==> src/hdl/cpbs_pkg.sv <==
package cpbs_pkg;

  // Default pixel coordinate width.
  localparam int unsigned COORD_BITS_DEF = 12;

  // Configuration port geometry.
  localparam int unsigned CFG_IDX_W  = 3;
  localparam int unsigned CFG_DATA_W = 24;

  // Register indexes.
  localparam logic [CFG_IDX_W-1:0] REG_CENTER_X    = 3'd0;
  localparam logic [CFG_IDX_W-1:0] REG_CENTER_Y    = 3'd1;
  localparam logic [CFG_IDX_W-1:0] REG_RADIUS      = 3'd2;
  localparam logic [CFG_IDX_W-1:0] REG_RING_WIDTH  = 3'd3;
  localparam logic [CFG_IDX_W-1:0] REG_FILL_COLOR  = 3'd4;
  localparam logic [CFG_IDX_W-1:0] REG_OPACITY     = 3'd5;
  localparam logic [CFG_IDX_W-1:0] REG_FILLED_MODE = 3'd6;

  // Register widths.
  localparam int unsigned CENTER_W  = 13;
  localparam int unsigned RADIUS_W  = 12;
  localparam int unsigned RINGW_W   = 8;
  localparam int unsigned COLOR_W   = 24;
  localparam int unsigned OPACITY_W = 7;
  localparam int unsigned CHAN_W    = 8;

  // Full opacity in percent.
  localparam logic [OPACITY_W-1:0] PCT_FULL = 7'd100;

  // Blend sum width: at most 255 * 100 = 25500.
  localparam int unsigned BLEND_W = 15;

  // Division by 100 as floor(x * 5243 / 2^19), exact for x below 25600.
  localparam int unsigned DIV_MUL_W = 13;
  localparam logic [DIV_MUL_W-1:0] DIV100_MUL = 13'd5243;
  localparam int unsigned DIV100_SHIFT = 19;
  localparam int unsigned DIV_PROD_W = BLEND_W + DIV_MUL_W;

endpackage

==> src/hdl/cpbs_pix_if.sv <==
interface cpbs_pix_if #(
  parameter int unsigned COORD_BITS = cpbs_pkg::COORD_BITS_DEF
);
  logic                        valid;
  logic                        ready;
  logic [COORD_BITS-1:0]       pixel_x;
  logic [COORD_BITS-1:0]       pixel_y;
  logic [cpbs_pkg::CHAN_W-1:0] bg_red;
  logic [cpbs_pkg::CHAN_W-1:0] bg_green;
  logic [cpbs_pkg::CHAN_W-1:0] bg_blue;

  modport source (output valid, pixel_x, pixel_y, bg_red, bg_green, bg_blue, input ready);
  modport sink   (input valid, pixel_x, pixel_y, bg_red, bg_green, bg_blue, output ready);
endinterface

==> src/hdl/cpbs_res_if.sv <==
interface cpbs_res_if;
  logic                        valid;
  logic                        ready;
  logic                        covered;
  logic [cpbs_pkg::CHAN_W-1:0] out_red;
  logic [cpbs_pkg::CHAN_W-1:0] out_green;
  logic [cpbs_pkg::CHAN_W-1:0] out_blue;

  modport source (output valid, covered, out_red, out_green, out_blue, input ready);
  modport sink   (input valid, covered, out_red, out_green, out_blue, output ready);
endinterface

==> src/hdl/circle_pixel_blend_shader.sv <==
// Circle pixel shader with alpha blend.
// Pixels enter on pix_i (position and background colour) and leave on res_o
// (coverage flag and final colour), one result per pixel, in order.
// The circle is set through the write port cfg_we_i / cfg_idx_i / cfg_data_i;
// the user must write registers only while no pixel is in flight, which the
// block itself does not enforce. Indexes beyond the list are ignored.
// A pixel passes four register stages: centre offsets, squares and blend
// products, distance sum and division by 100, then the coverage test and
// selection into the output register. Its result is valid on res_o once it
// reaches the output register and stays there until res_o.ready takes it.
// Throughput is one pixel per cycle while res_o.ready is high; each stage holds
// at most one pixel and moves whenever the stage after it is empty or moving.
// When the receiver holds res_o.ready low, the stages fill up and pix_i.ready
// falls once every stage is occupied; no transaction is lost or repeated.
// Reset clears all valid bits and returns the registers to centre (0,0),
// radius 0, ring width 1, colour black, opacity 100 and ring mode.
module circle_pixel_blend_shader #(
  parameter int unsigned COORD_BITS = cpbs_pkg::COORD_BITS_DEF
) (
  input  logic                                  clk_i,
  input  logic                                  rst_ni,
  input  logic                                  cfg_we_i,
  input  logic [cpbs_pkg::CFG_IDX_W-1:0]        cfg_idx_i,
  input  logic [cpbs_pkg::CFG_DATA_W-1:0]       cfg_data_i,
  cpbs_pix_if.sink                              pix_i,
  cpbs_res_if.source                            res_o
);

  localparam int unsigned DX_W = ((COORD_BITS > 12) ? COORD_BITS : 12) + 2;
  localparam int unsigned SQ_W = 2 * DX_W - 2;
  localparam int unsigned D2_W = SQ_W + 1;
  localparam int unsigned CMP_W = D2_W + 1;
  localparam int unsigned R2_W = 2 * cpbs_pkg::RADIUS_W;
  localparam int unsigned RW_W = cpbs_pkg::RADIUS_W + cpbs_pkg::RINGW_W;
  localparam int unsigned CW = cpbs_pkg::CHAN_W;

  // Configuration registers.
  logic signed [cpbs_pkg::CENTER_W-1:0] center_x_q, center_y_q;
  logic [cpbs_pkg::RADIUS_W-1:0]        radius_q;
  logic [cpbs_pkg::RINGW_W-1:0]         ring_width_q;
  logic [cpbs_pkg::COLOR_W-1:0]         fill_color_q;
  logic [cpbs_pkg::OPACITY_W-1:0]       opacity_q;
  logic                                 filled_mode_q;

  always_ff @(posedge clk_i or negedge rst_ni) begin
    if (!rst_ni) begin
      center_x_q    <= '0;
      center_y_q    <= '0;
      radius_q      <= '0;
      ring_width_q  <= cpbs_pkg::RINGW_W'(1);
      fill_color_q  <= '0;
      opacity_q     <= cpbs_pkg::PCT_FULL;
      filled_mode_q <= 1'b0;
    end else if (cfg_we_i) begin
      case (cfg_idx_i)
        cpbs_pkg::REG_CENTER_X:    center_x_q    <= cfg_data_i[cpbs_pkg::CENTER_W-1:0];
        cpbs_pkg::REG_CENTER_Y:    center_y_q    <= cfg_data_i[cpbs_pkg::CENTER_W-1:0];
        cpbs_pkg::REG_RADIUS:      radius_q      <= cfg_data_i[cpbs_pkg::RADIUS_W-1:0];
        cpbs_pkg::REG_RING_WIDTH:  ring_width_q  <= cfg_data_i[cpbs_pkg::RINGW_W-1:0];
        cpbs_pkg::REG_FILL_COLOR:  fill_color_q  <= cfg_data_i[cpbs_pkg::COLOR_W-1:0];
        cpbs_pkg::REG_OPACITY:     opacity_q     <= cfg_data_i[cpbs_pkg::OPACITY_W-1:0];
        cpbs_pkg::REG_FILLED_MODE: filled_mode_q <= cfg_data_i[0];
        default: ;
      endcase
    end
  end

  // Pipeline flow control: a stage loads when it is empty or its content moves on.
  logic v1_q, v2_q, v3_q, v4_q;
  logic en1, en2, en3, en4;

  assign en4 = !v4_q || res_o.ready;
  assign en3 = !v3_q || en4;
  assign en2 = !v2_q || en3;
  assign en1 = !v1_q || en2;
  assign pix_i.ready = en1;

  always_ff @(posedge clk_i or negedge rst_ni) begin
    if (!rst_ni) begin
      v1_q <= 1'b0;
      v2_q <= 1'b0;
      v3_q <= 1'b0;
      v4_q <= 1'b0;
    end else begin
      if (en1) v1_q <= pix_i.valid;
      if (en2) v2_q <= v1_q;
      if (en3) v3_q <= v2_q;
      if (en4) v4_q <= v3_q;
    end
  end

  // Stage 1: offsets from the centre.
  logic signed [DX_W-1:0] dx1_d, dy1_d, dx1_q, dy1_q;
  logic [2:0][CW-1:0]     bg1_d, bg1_q;

  always_comb begin
    dx1_d = $signed(DX_W'(pix_i.pixel_x)) - DX_W'(center_x_q);
    dy1_d = $signed(DX_W'(pix_i.pixel_y)) - DX_W'(center_y_q);
    bg1_d = {pix_i.bg_red, pix_i.bg_green, pix_i.bg_blue};
  end

  always_ff @(posedge clk_i) begin
    if (en1) begin
      dx1_q  <= dx1_d;
      dy1_q  <= dy1_d;
      bg1_q  <= bg1_d;
    end
  end

  // Stage 2: squares, radius products and per-channel blend sums.
  logic signed [2*DX_W-1:0]          prodx, prody;
  logic [SQ_W-1:0]                   sqx2_q, sqy2_q;
  logic [R2_W-1:0]                   r2_2_d, r2_2_q;
  logic [RW_W-1:0]                   rw2_d, rw2_q;
  logic [cpbs_pkg::OPACITY_W-1:0]    op_sat;
  logic [2:0][cpbs_pkg::BLEND_W-1:0] sum2_d, sum2_q;
  logic [2:0][CW-1:0]                bg2_q;

  always_comb begin
    prodx  = dx1_q * dx1_q;
    prody  = dy1_q * dy1_q;
    r2_2_d = R2_W'(radius_q) * R2_W'(radius_q);
    rw2_d  = RW_W'(radius_q) * RW_W'(ring_width_q);
    op_sat = (opacity_q > cpbs_pkg::PCT_FULL) ? cpbs_pkg::PCT_FULL : opacity_q;
    for (int ch = 0; ch < 3; ch++) begin
      sum2_d[ch] = cpbs_pkg::BLEND_W'(bg1_q[ch]) * cpbs_pkg::BLEND_W'(cpbs_pkg::PCT_FULL - op_sat)
                 + cpbs_pkg::BLEND_W'(op_sat) * cpbs_pkg::BLEND_W'(fill_color_q[CW*ch +: CW]);
    end
  end

  always_ff @(posedge clk_i) begin
    if (en2) begin
      sqx2_q <= prodx[SQ_W-1:0];
      sqy2_q <= prody[SQ_W-1:0];
      r2_2_q <= r2_2_d;
      rw2_q  <= rw2_d;
      sum2_q <= sum2_d;
      bg2_q  <= bg1_q;
    end
  end

  // Stage 3: distance sum and division of the blend sums by 100.
  logic [D2_W-1:0]                      d2_3_q;
  logic [R2_W-1:0]                      r2_3_q;
  logic [RW_W-1:0]                      rw3_q;
  logic [2:0][cpbs_pkg::DIV_PROD_W-1:0] qprod;
  logic [2:0][CW-1:0]                   q3_d, q3_q;
  logic [2:0][CW-1:0]                   bg3_q;

  always_comb begin
    for (int ch = 0; ch < 3; ch++) begin
      qprod[ch] = cpbs_pkg::DIV_PROD_W'(sum2_q[ch])
                * cpbs_pkg::DIV_PROD_W'(cpbs_pkg::DIV100_MUL);
      q3_d[ch]  = qprod[ch][cpbs_pkg::DIV100_SHIFT +: CW];
    end
  end

  always_ff @(posedge clk_i) begin
    if (en3) begin
      d2_3_q <= D2_W'(sqx2_q) + D2_W'(sqy2_q);
      r2_3_q <= r2_2_q;
      rw3_q  <= rw2_q;
      q3_q   <= q3_d;
      bg3_q  <= bg2_q;
    end
  end

  // Stage 4: coverage test and colour selection into the output register.
  logic signed [CMP_W-1:0] diff, diff_abs;
  logic                    cov4_d, cov4_q;
  logic [2:0][CW-1:0]      rgb4_d, rgb4_q;

  always_comb begin
    diff     = $signed(CMP_W'(d2_3_q)) - $signed(CMP_W'(r2_3_q));
    diff_abs = diff[CMP_W-1] ? -diff : diff;
    if (filled_mode_q) begin
      cov4_d = diff[CMP_W-1];
    end else begin
      cov4_d = diff_abs < $signed(CMP_W'(rw3_q));
    end
    rgb4_d = cov4_d ? q3_q : bg3_q;
  end

  always_ff @(posedge clk_i) begin
    if (en4) begin
      cov4_q <= cov4_d;
      rgb4_q <= rgb4_d;
    end
  end

  assign res_o.valid     = v4_q;
  assign res_o.covered   = cov4_q;
  assign res_o.out_red   = rgb4_q[2];
  assign res_o.out_green = rgb4_q[1];
  assign res_o.out_blue  = rgb4_q[0];

endmodule
==> src/flat_wrapper.sv <==
// flat-port wrapper written by rule: the top's interface ports become plain ports
module circle_pixel_blend_shader_flat 
#(
  parameter int unsigned COORD_BITS = cpbs_pkg::COORD_BITS_DEF
)
  (clk_i, rst_ni, cfg_we_i, cfg_idx_i, cfg_data_i, pix_i_valid, pix_i_pixel_x, pix_i_pixel_y, pix_i_bg_red, pix_i_bg_green, pix_i_bg_blue, pix_i_ready, res_o_valid, res_o_covered, res_o_out_red, res_o_out_green, res_o_out_blue, res_o_ready);
  cpbs_pix_if #(.COORD_BITS(COORD_BITS)) pix_i_i ();
  cpbs_res_if res_o_i ();
  input  logic clk_i;
  input  logic rst_ni;
  input  logic cfg_we_i;
  input  logic [cpbs_pkg::CFG_IDX_W-1:0] cfg_idx_i;
  input  logic [cpbs_pkg::CFG_DATA_W-1:0] cfg_data_i;
  input wire logic [$bits(pix_i_i.valid)-1:0] pix_i_valid;
  input wire logic [$bits(pix_i_i.pixel_x)-1:0] pix_i_pixel_x;
  input wire logic [$bits(pix_i_i.pixel_y)-1:0] pix_i_pixel_y;
  input wire logic [$bits(pix_i_i.bg_red)-1:0] pix_i_bg_red;
  input wire logic [$bits(pix_i_i.bg_green)-1:0] pix_i_bg_green;
  input wire logic [$bits(pix_i_i.bg_blue)-1:0] pix_i_bg_blue;
  output wire logic [$bits(pix_i_i.ready)-1:0] pix_i_ready;
  output wire logic [$bits(res_o_i.valid)-1:0] res_o_valid;
  output wire logic [$bits(res_o_i.covered)-1:0] res_o_covered;
  output wire logic [$bits(res_o_i.out_red)-1:0] res_o_out_red;
  output wire logic [$bits(res_o_i.out_green)-1:0] res_o_out_green;
  output wire logic [$bits(res_o_i.out_blue)-1:0] res_o_out_blue;
  input wire logic [$bits(res_o_i.ready)-1:0] res_o_ready;
  assign pix_i_i.valid = pix_i_valid;
  assign pix_i_i.pixel_x = pix_i_pixel_x;
  assign pix_i_i.pixel_y = pix_i_pixel_y;
  assign pix_i_i.bg_red = pix_i_bg_red;
  assign pix_i_i.bg_green = pix_i_bg_green;
  assign pix_i_i.bg_blue = pix_i_bg_blue;
  assign pix_i_ready = pix_i_i.ready;
  assign res_o_valid = res_o_i.valid;
  assign res_o_covered = res_o_i.covered;
  assign res_o_out_red = res_o_i.out_red;
  assign res_o_out_green = res_o_i.out_green;
  assign res_o_out_blue = res_o_i.out_blue;
  assign res_o_i.ready = res_o_ready;
  circle_pixel_blend_shader #(.COORD_BITS(COORD_BITS)) u_core (.clk_i(clk_i), .rst_ni(rst_ni), .cfg_we_i(cfg_we_i), .cfg_idx_i(cfg_idx_i), .cfg_data_i(cfg_data_i), .pix_i(pix_i_i), .res_o(res_o_i));
endmodule
==> config.mk <==
export PLATFORM = sky130hd
export DESIGN_NAME = circle_pixel_blend_shader_flat
export DESIGN_NICKNAME = d
export VERILOG_FILES = /design/src/hdl/cpbs_pkg.sv /design/src/hdl/cpbs_pix_if.sv /design/src/hdl/cpbs_res_if.sv /design/src/hdl/circle_pixel_blend_shader.sv /design/src/flat_wrapper.sv
export SDC_FILE = /design/constraint.sdc
export NUM_CORES = 2
export LEC_CHECK = 0
export BUFFER_PORTS_ARGS = -buffer_cell sky130_fd_sc_hd__buf_2
export CORE_ASPECT_RATIO = 0.75
export CORE_MARGIN = 3
export CORE_UTILIZATION = 40
export CTS_BUF_LIST = sky130_fd_sc_hd__clkbuf_16
export CTS_CLUSTER_DIAMETER = 40
export DETAILED_ROUTE_END_ITERATION = 8
export GPL_ROUTABILITY_DRIVEN = 0
export HOLD_SLACK_MARGIN = 0.02
export PLACE_DENSITY_LB_ADDON = 0.2
export SETUP_SLACK_MARGIN = 0.15
export SYNTH_ARGS = -nofsm -noshare
export SYNTH_HDL_FRONTEND = slang
export SYNTH_SLANG_ARGS = --single-unit
==> constraint.sdc <==
create_clock -name clk_i -period 8.1 [get_ports clk_i]
set_clock_uncertainty 0.2 [all_clocks]
set_input_delay 0.405 -clock clk_i [delete_from_list [all_inputs] [get_ports clk_i]]
set_output_delay 0.405 -clock clk_i [all_outputs]
set_load 0.03 [all_outputs]
# After elaboration in Yosys (flattened, before gate mapping)
# Cells that the tools add are included.
# word_totals
regBits	443
inputBits	80
output_inout_bits	27
wordCells	89
# classes
add_sub_neg	9
multipliers	13
n_lt_le_gt_ge	2
n_eq_ne	6
muxes	4
reduce_logical	16
# op_table
operator	n
$mul A15 B13 Y27 const B	3
$mul A14 B14 Y26	2
$add A15 B15 Y15	3
$mul A7 B8 Y15	3
$mul A8 B15 Y15	3
$lt A28 B21 Y1	1
$mux W28	1
$neg A28 Y28	1
$sub A13 B13 Y14	2
$sub A27 B24 Y28	1
$add A26 B26 Y27	1
$mul A12 B12 Y24	1
$mux W24	1
$mul A12 B8 Y20	1
$reduce_and A2 Y1	7
$eq A3 B3 Y1 const B	3
$sub A7 B7 Y8 const A	1
$gt A7 B7 Y1 const B	1
$mux W7	1
$eq A3 B2 Y1 const B	2
$logic_not A1 Y1	4
$logic_or A1 B1 Y1	4
$eq A3 B1 Y1 const B	1
$logic_not A3 Y1	1
$mux W1	1

# Logic depth before layout (Yosys ltp)
# depth
word_depth	6
depth_mapped	35
depth_no_buf	32

# Worst setup path after synthesis
# OpenSTA, ideal clock, no wires.
# synth_timing
kind	register -> register
startpoint	register u_core.opacity_q[0] (netlist bit)
endpoint	register u_core.sum2_q[14] (netlist bit), data pin
setup_ns	0.259
arrival_ns	7.276
required_ns	7.641
path_slack_ns	0.365
path_stages_with_launch	35
path_buffers	3
synth_period_minus_slack_ns	7.735
path_cell_list	dfrtp_1 -> o21ai_0 -> a21oi_1 -> nor2b_1 -> clkbuf_1 -> clkbuf_1 -> inv_1 -> ha_1 -> inv_1 -> a21oi_1 -> xnor2_1 -> clkbuf_1 -> and2_1 -> fa_1 -> inv_1 -> fa_1 -> fa_1 -> inv_1 -> fa_1 -> inv_1 -> fa_1 -> fa_1 -> inv_1 -> ha_1 -> a21oi_1 -> o21bai_1 -> a21oi_1 -> o21bai_1 -> a21oi_1 -> nor2b_1 -> o21a_1 -> o21ai_0 -> nand2b_1 -> a21oi_1 -> xnor2_1
# synth_lines
item	line	source
start, declared	circle_pixel_blend_shader.sv:42	logic [cpbs_pkg::OPACITY_W-1:0] opacity_q;
start signal, assigned	circle_pixel_blend_shader.sv:52	opacity_q <= cpbs_pkg::PCT_FULL;
start signal, assigned	circle_pixel_blend_shader.sv:61	cpbs_pkg::REG_OPACITY: opacity_q <= cfg_data_i[cpbs_pkg::OPACITY_W-1:0];
end signal, assigned	circle_pixel_blend_shader.sv:137	sum2_q <= sum2_d;
end, declared	circle_pixel_blend_shader.sv:116	logic [2:0][cpbs_pkg::BLEND_W-1:0] sum2_d, sum2_q;

==> metrics.log <==
[metrics] run status: finished clean
[metrics] Post-Syn Area: 60000 µm²
[metrics] internal reg-to-reg setup slack: 580 ps
[metrics] synthesized area per cell: 10.6 µm²
[metrics] IO Count: 107
[metrics] clock insertion delay at the later pin of the skew report: 680 ps
[metrics] final antenna-violating net count: 0
[metrics] ranking of synthesized cells by area: fa_1 (32%), edfxtp_1 (18%), ha_1 (16%), inv_1 (8.4%), and2_1 (4.5%)
[metrics] max_cap viols: 0
[metrics] Max Transition Viols Final: 0
[metrics] maximum clock path buffer count: 3
[metrics] pin count of the biggest net entering global routing: 64
[metrics] initial antenna violation count: 10
[metrics] Row Count: 122
[metrics] endpoint type of the worst setup path: flop
[metrics] total track usage: 18.6%
[metrics] number of global-route vias before repair: 40500
[metrics] # setup viols final: 0
[metrics] Critical Path Start Type: flop
[metrics] Max FO, Critical Path: 16
[metrics] setup repair after global routing missed its margin: false
[metrics] vertical extent of the die: 341 µm
[metrics] number of buffers added by the clock tree synthesis step: 77
[metrics] delay of the slowest critical-path stage: 550 ps
[metrics] reg-to-reg critical path endpoint: u_core.sum2_q[14]
[metrics] launch point of the worst path: u_core.opacity_q[2]
[metrics] type of the most critical hold path: input port to flop
[metrics] clock transition at the registers of the reported paths: 50 ps
[metrics] Die Area: 155000 µm²
[metrics] count of TritonRoute iterations in the first routing pass: 5
[metrics] Worst path most repeated cell: fa_1
[metrics] achievable frequency: 133 MHz
[metrics] die outline width: 453 µm
[metrics] buffers inserted during post-CTS setup optimization: 0
[metrics] number of standard cells after synthesis: 5640
[metrics] slowest CP cell: dfstp_2
[metrics] Post-synth top cells: inv_1 (1337), fa_1 (974), ha_1 (754)
[metrics] CTS Root Cell: clkbuf_16
[metrics] count of cell types in the netlist: 88
[metrics] worst slack on hold paths: 58.7 ps
[metrics] CP Data Required Time: 8310 ps
[metrics] post-detailed-routing wire length: 137000 µm
[metrics] share of post-route cells with drive strength above 1: 7.36%
[metrics] CTS sink count: 439
[metrics] flop and latch count out of synthesis: 439
[metrics] total via count after detailed routing: 37700
[metrics] htree depth: 3
[metrics] Setup crit end: u_core.sum2_q[14]
[metrics] type of the worst setup path: flop to flop
[metrics] share of Yosys cell area claimed by the top area cell type: 32.5%
[metrics] Port-buffer cells: 106
[metrics] top cell type by total area after synthesis: fa_1
[metrics] Remaining Overflow, GRT: 0
[metrics] Core Region: 148000 µm²
[metrics] area delta synth->final: 10.7%
[metrics] global-route wire length before repair: 226000 µm
[metrics] sequential fraction of the synthesis area: 21.3%
[metrics] final hold violation count: 0
[metrics] dominant synthesized flop cell: edfxtp_1
[metrics] transition time of the tightest slew-check pin: 1040 ps
[metrics] most frequently used cell type in the post-synthesis netlist: inv_1
[metrics] launching point of the worst reg2reg path: u_core.opacity_q[2]
[metrics] shortest period the worst path allows: 7520 ps
[metrics] fin nets: 7655
[metrics] normalized max-slew margin: 30.6%
[metrics] Wirelength per Cell: 17.4 µm
[metrics] effective utilization at floorplan: 40.5%
[metrics] violation count after the first detailed-route iteration: 1949
[metrics] Final period util: 92.8%
[metrics] critical path arrival: 7730 ps
[metrics] FFs w/ async S/R, synth: 18.7%
[metrics] via/cell ratio: 4.77
[metrics] DRC: 0
[metrics] count of flip-flops with a built-in enable after synthesis: 357
[metrics] clock tree from TritonCTS: built
[metrics] FF-to-FF path depth: 32
[metrics] launch instance of the worst min-delay path: pix_i_pixel_x[0]
[metrics] number of warnings reported in the yosys synthesis log: 0
[metrics] half-perimeter wire length after placement: 112000 µm
[layout make-up]
class	instances	area [µm²]
antenna	4	10.0
clock buffer	77	1930
clock inverter	66	777
fill	13900	81800
inverter	1339	5030
multi-input combinational	3779	42000
sequential	439	12800
tap	1984	2480
timing repair buffer	211	1480
[state kept, by name, indices dropped and copies added (netlist names), 8 cells and up]
register / count
u_core.bg1_q: 24
u_core.bg2_q: 24
u_core.bg3_q: 24
u_core.center_x_q: 13
u_core.center_y_q: 13
u_core.d2_3_q: 27
u_core.dx1_q: 14
u_core.dy1_q: 14
u_core.fill_color_q: 24
u_core.q3_q: 24
u_core.r2_2_q: 23
u_core.r2_3_q: 23
u_core.radius_q: 12
u_core.res_o.out_blue: 8
u_core.res_o.out_green: 8
u_core.res_o.out_red: 8
u_core.ring_width_q: 8
u_core.rw2_q: 20
u_core.rw3_q: 20
u_core.sqx2_q: 25
u_core.sqy2_q: 25
u_core.sum2_q: 45
[worst min path at each step]
stage,to,slack (ps),depth (start not counted)
after floorplan,u_core.center_x_q[0],-90,0
after detailed placement,u_core.center_y_q[2],190,1
after global routing,u_core.dy1_q[13],40,3
after CTS,u_core.dy1_q[13],20,3
after global placement,u_core.center_y_q[4],190,1
final,u_core.dx1_q[0],60,4
[through the flow]
| step | std cells | area (µm²) | utilization, % | TNS [ps] | worst slack, ps |
|---|---|---|---|---|---|
| 2_1_floorplan | 5677 | 60100 | - | 0 | 365 |
| 3_3_place_gp | 7693 | 63100 | 42.6 | 0 | 42.9 |
| 3_5_place_dp | 7693 | 63100 | 42.6 | -276 | -129 |
| 4_1_cts | 7894 | 66400 | 44.8 | 0 | 190 |
| 5_1_grt | 7895 | 66400 | 44.8 | 0 | 135 |
| 6_report | 7899 | 66400 | 44.8 | 0 | 580 |
[timing repair]
item,in CTS,in global routing
gates cloned,0,1
endpoints found under the setup margin,6,6
resized for setup,1,8
hold buffers,58,0
pin swaps,0,2
hold endpoints to repair,98,0
[cell usage in the layout, fill, tap and decap left out, drive strengths merged, types with 12 or more instances in the layout]
cell	n
nor2b	40
o21bai	30
a21o	55
o21ai	127
nand3	27
nor3	34
a21oi	127
and2	433
edfxtp	357
ha	754
nand2	314
xnor2	210
buf	154
o21a	24
clkbuf	77
conb	39
a211oi	20
or3	12
a31oi	15
and3	49
mux2	82
inv	1364
dfrtp	78
nor2	154
or2	17
a21boi	23
nand2b	43
dlygate4sd3	57
fa	974
xor2	58
clkinv	30
[critical path: cells and delay by family, from the launching register on]
family / cells / cell delay, ps
xor+xnor: 2 / 180
compound gates: 11 / 1910
flops: 1 / 550
buf+inv: 7 / 550
simple gates: 4 / 420
fa+ha+maj: 8 / 3430
[cells by family (layout without fill, tap and decap cells)]
family	count (synthesis)	in the layout	synth area share, %
AOI/OAI and AO/OA	492	492	5.34
adders and majority gates	1728	1728	48.2
and+or+nand+nor	1168	1168	10.3
muxes	84	84	1.69
DFF	439	439	21.3
xor gates and xnor gates	267	268	3.90
buffers and inverters	1460	1693	9.22
other	2	43	0.0125
[routing by layer]
layer / global-route usage [%] / routed length, µm / vias to the layer above
li1: - / - / 18000
met1: 28.5 / 69900 / 19000
met2: 27.6 / 59000 / 565
met3: 3.12 / 6000 / 125
met4: 3.59 / 2330 / 0
met5: 0 / 0 / -
Power is left out: the tool's default activity adds up to more than one toggle a clock period on the data nets, which glitch-free logic cannot reach.
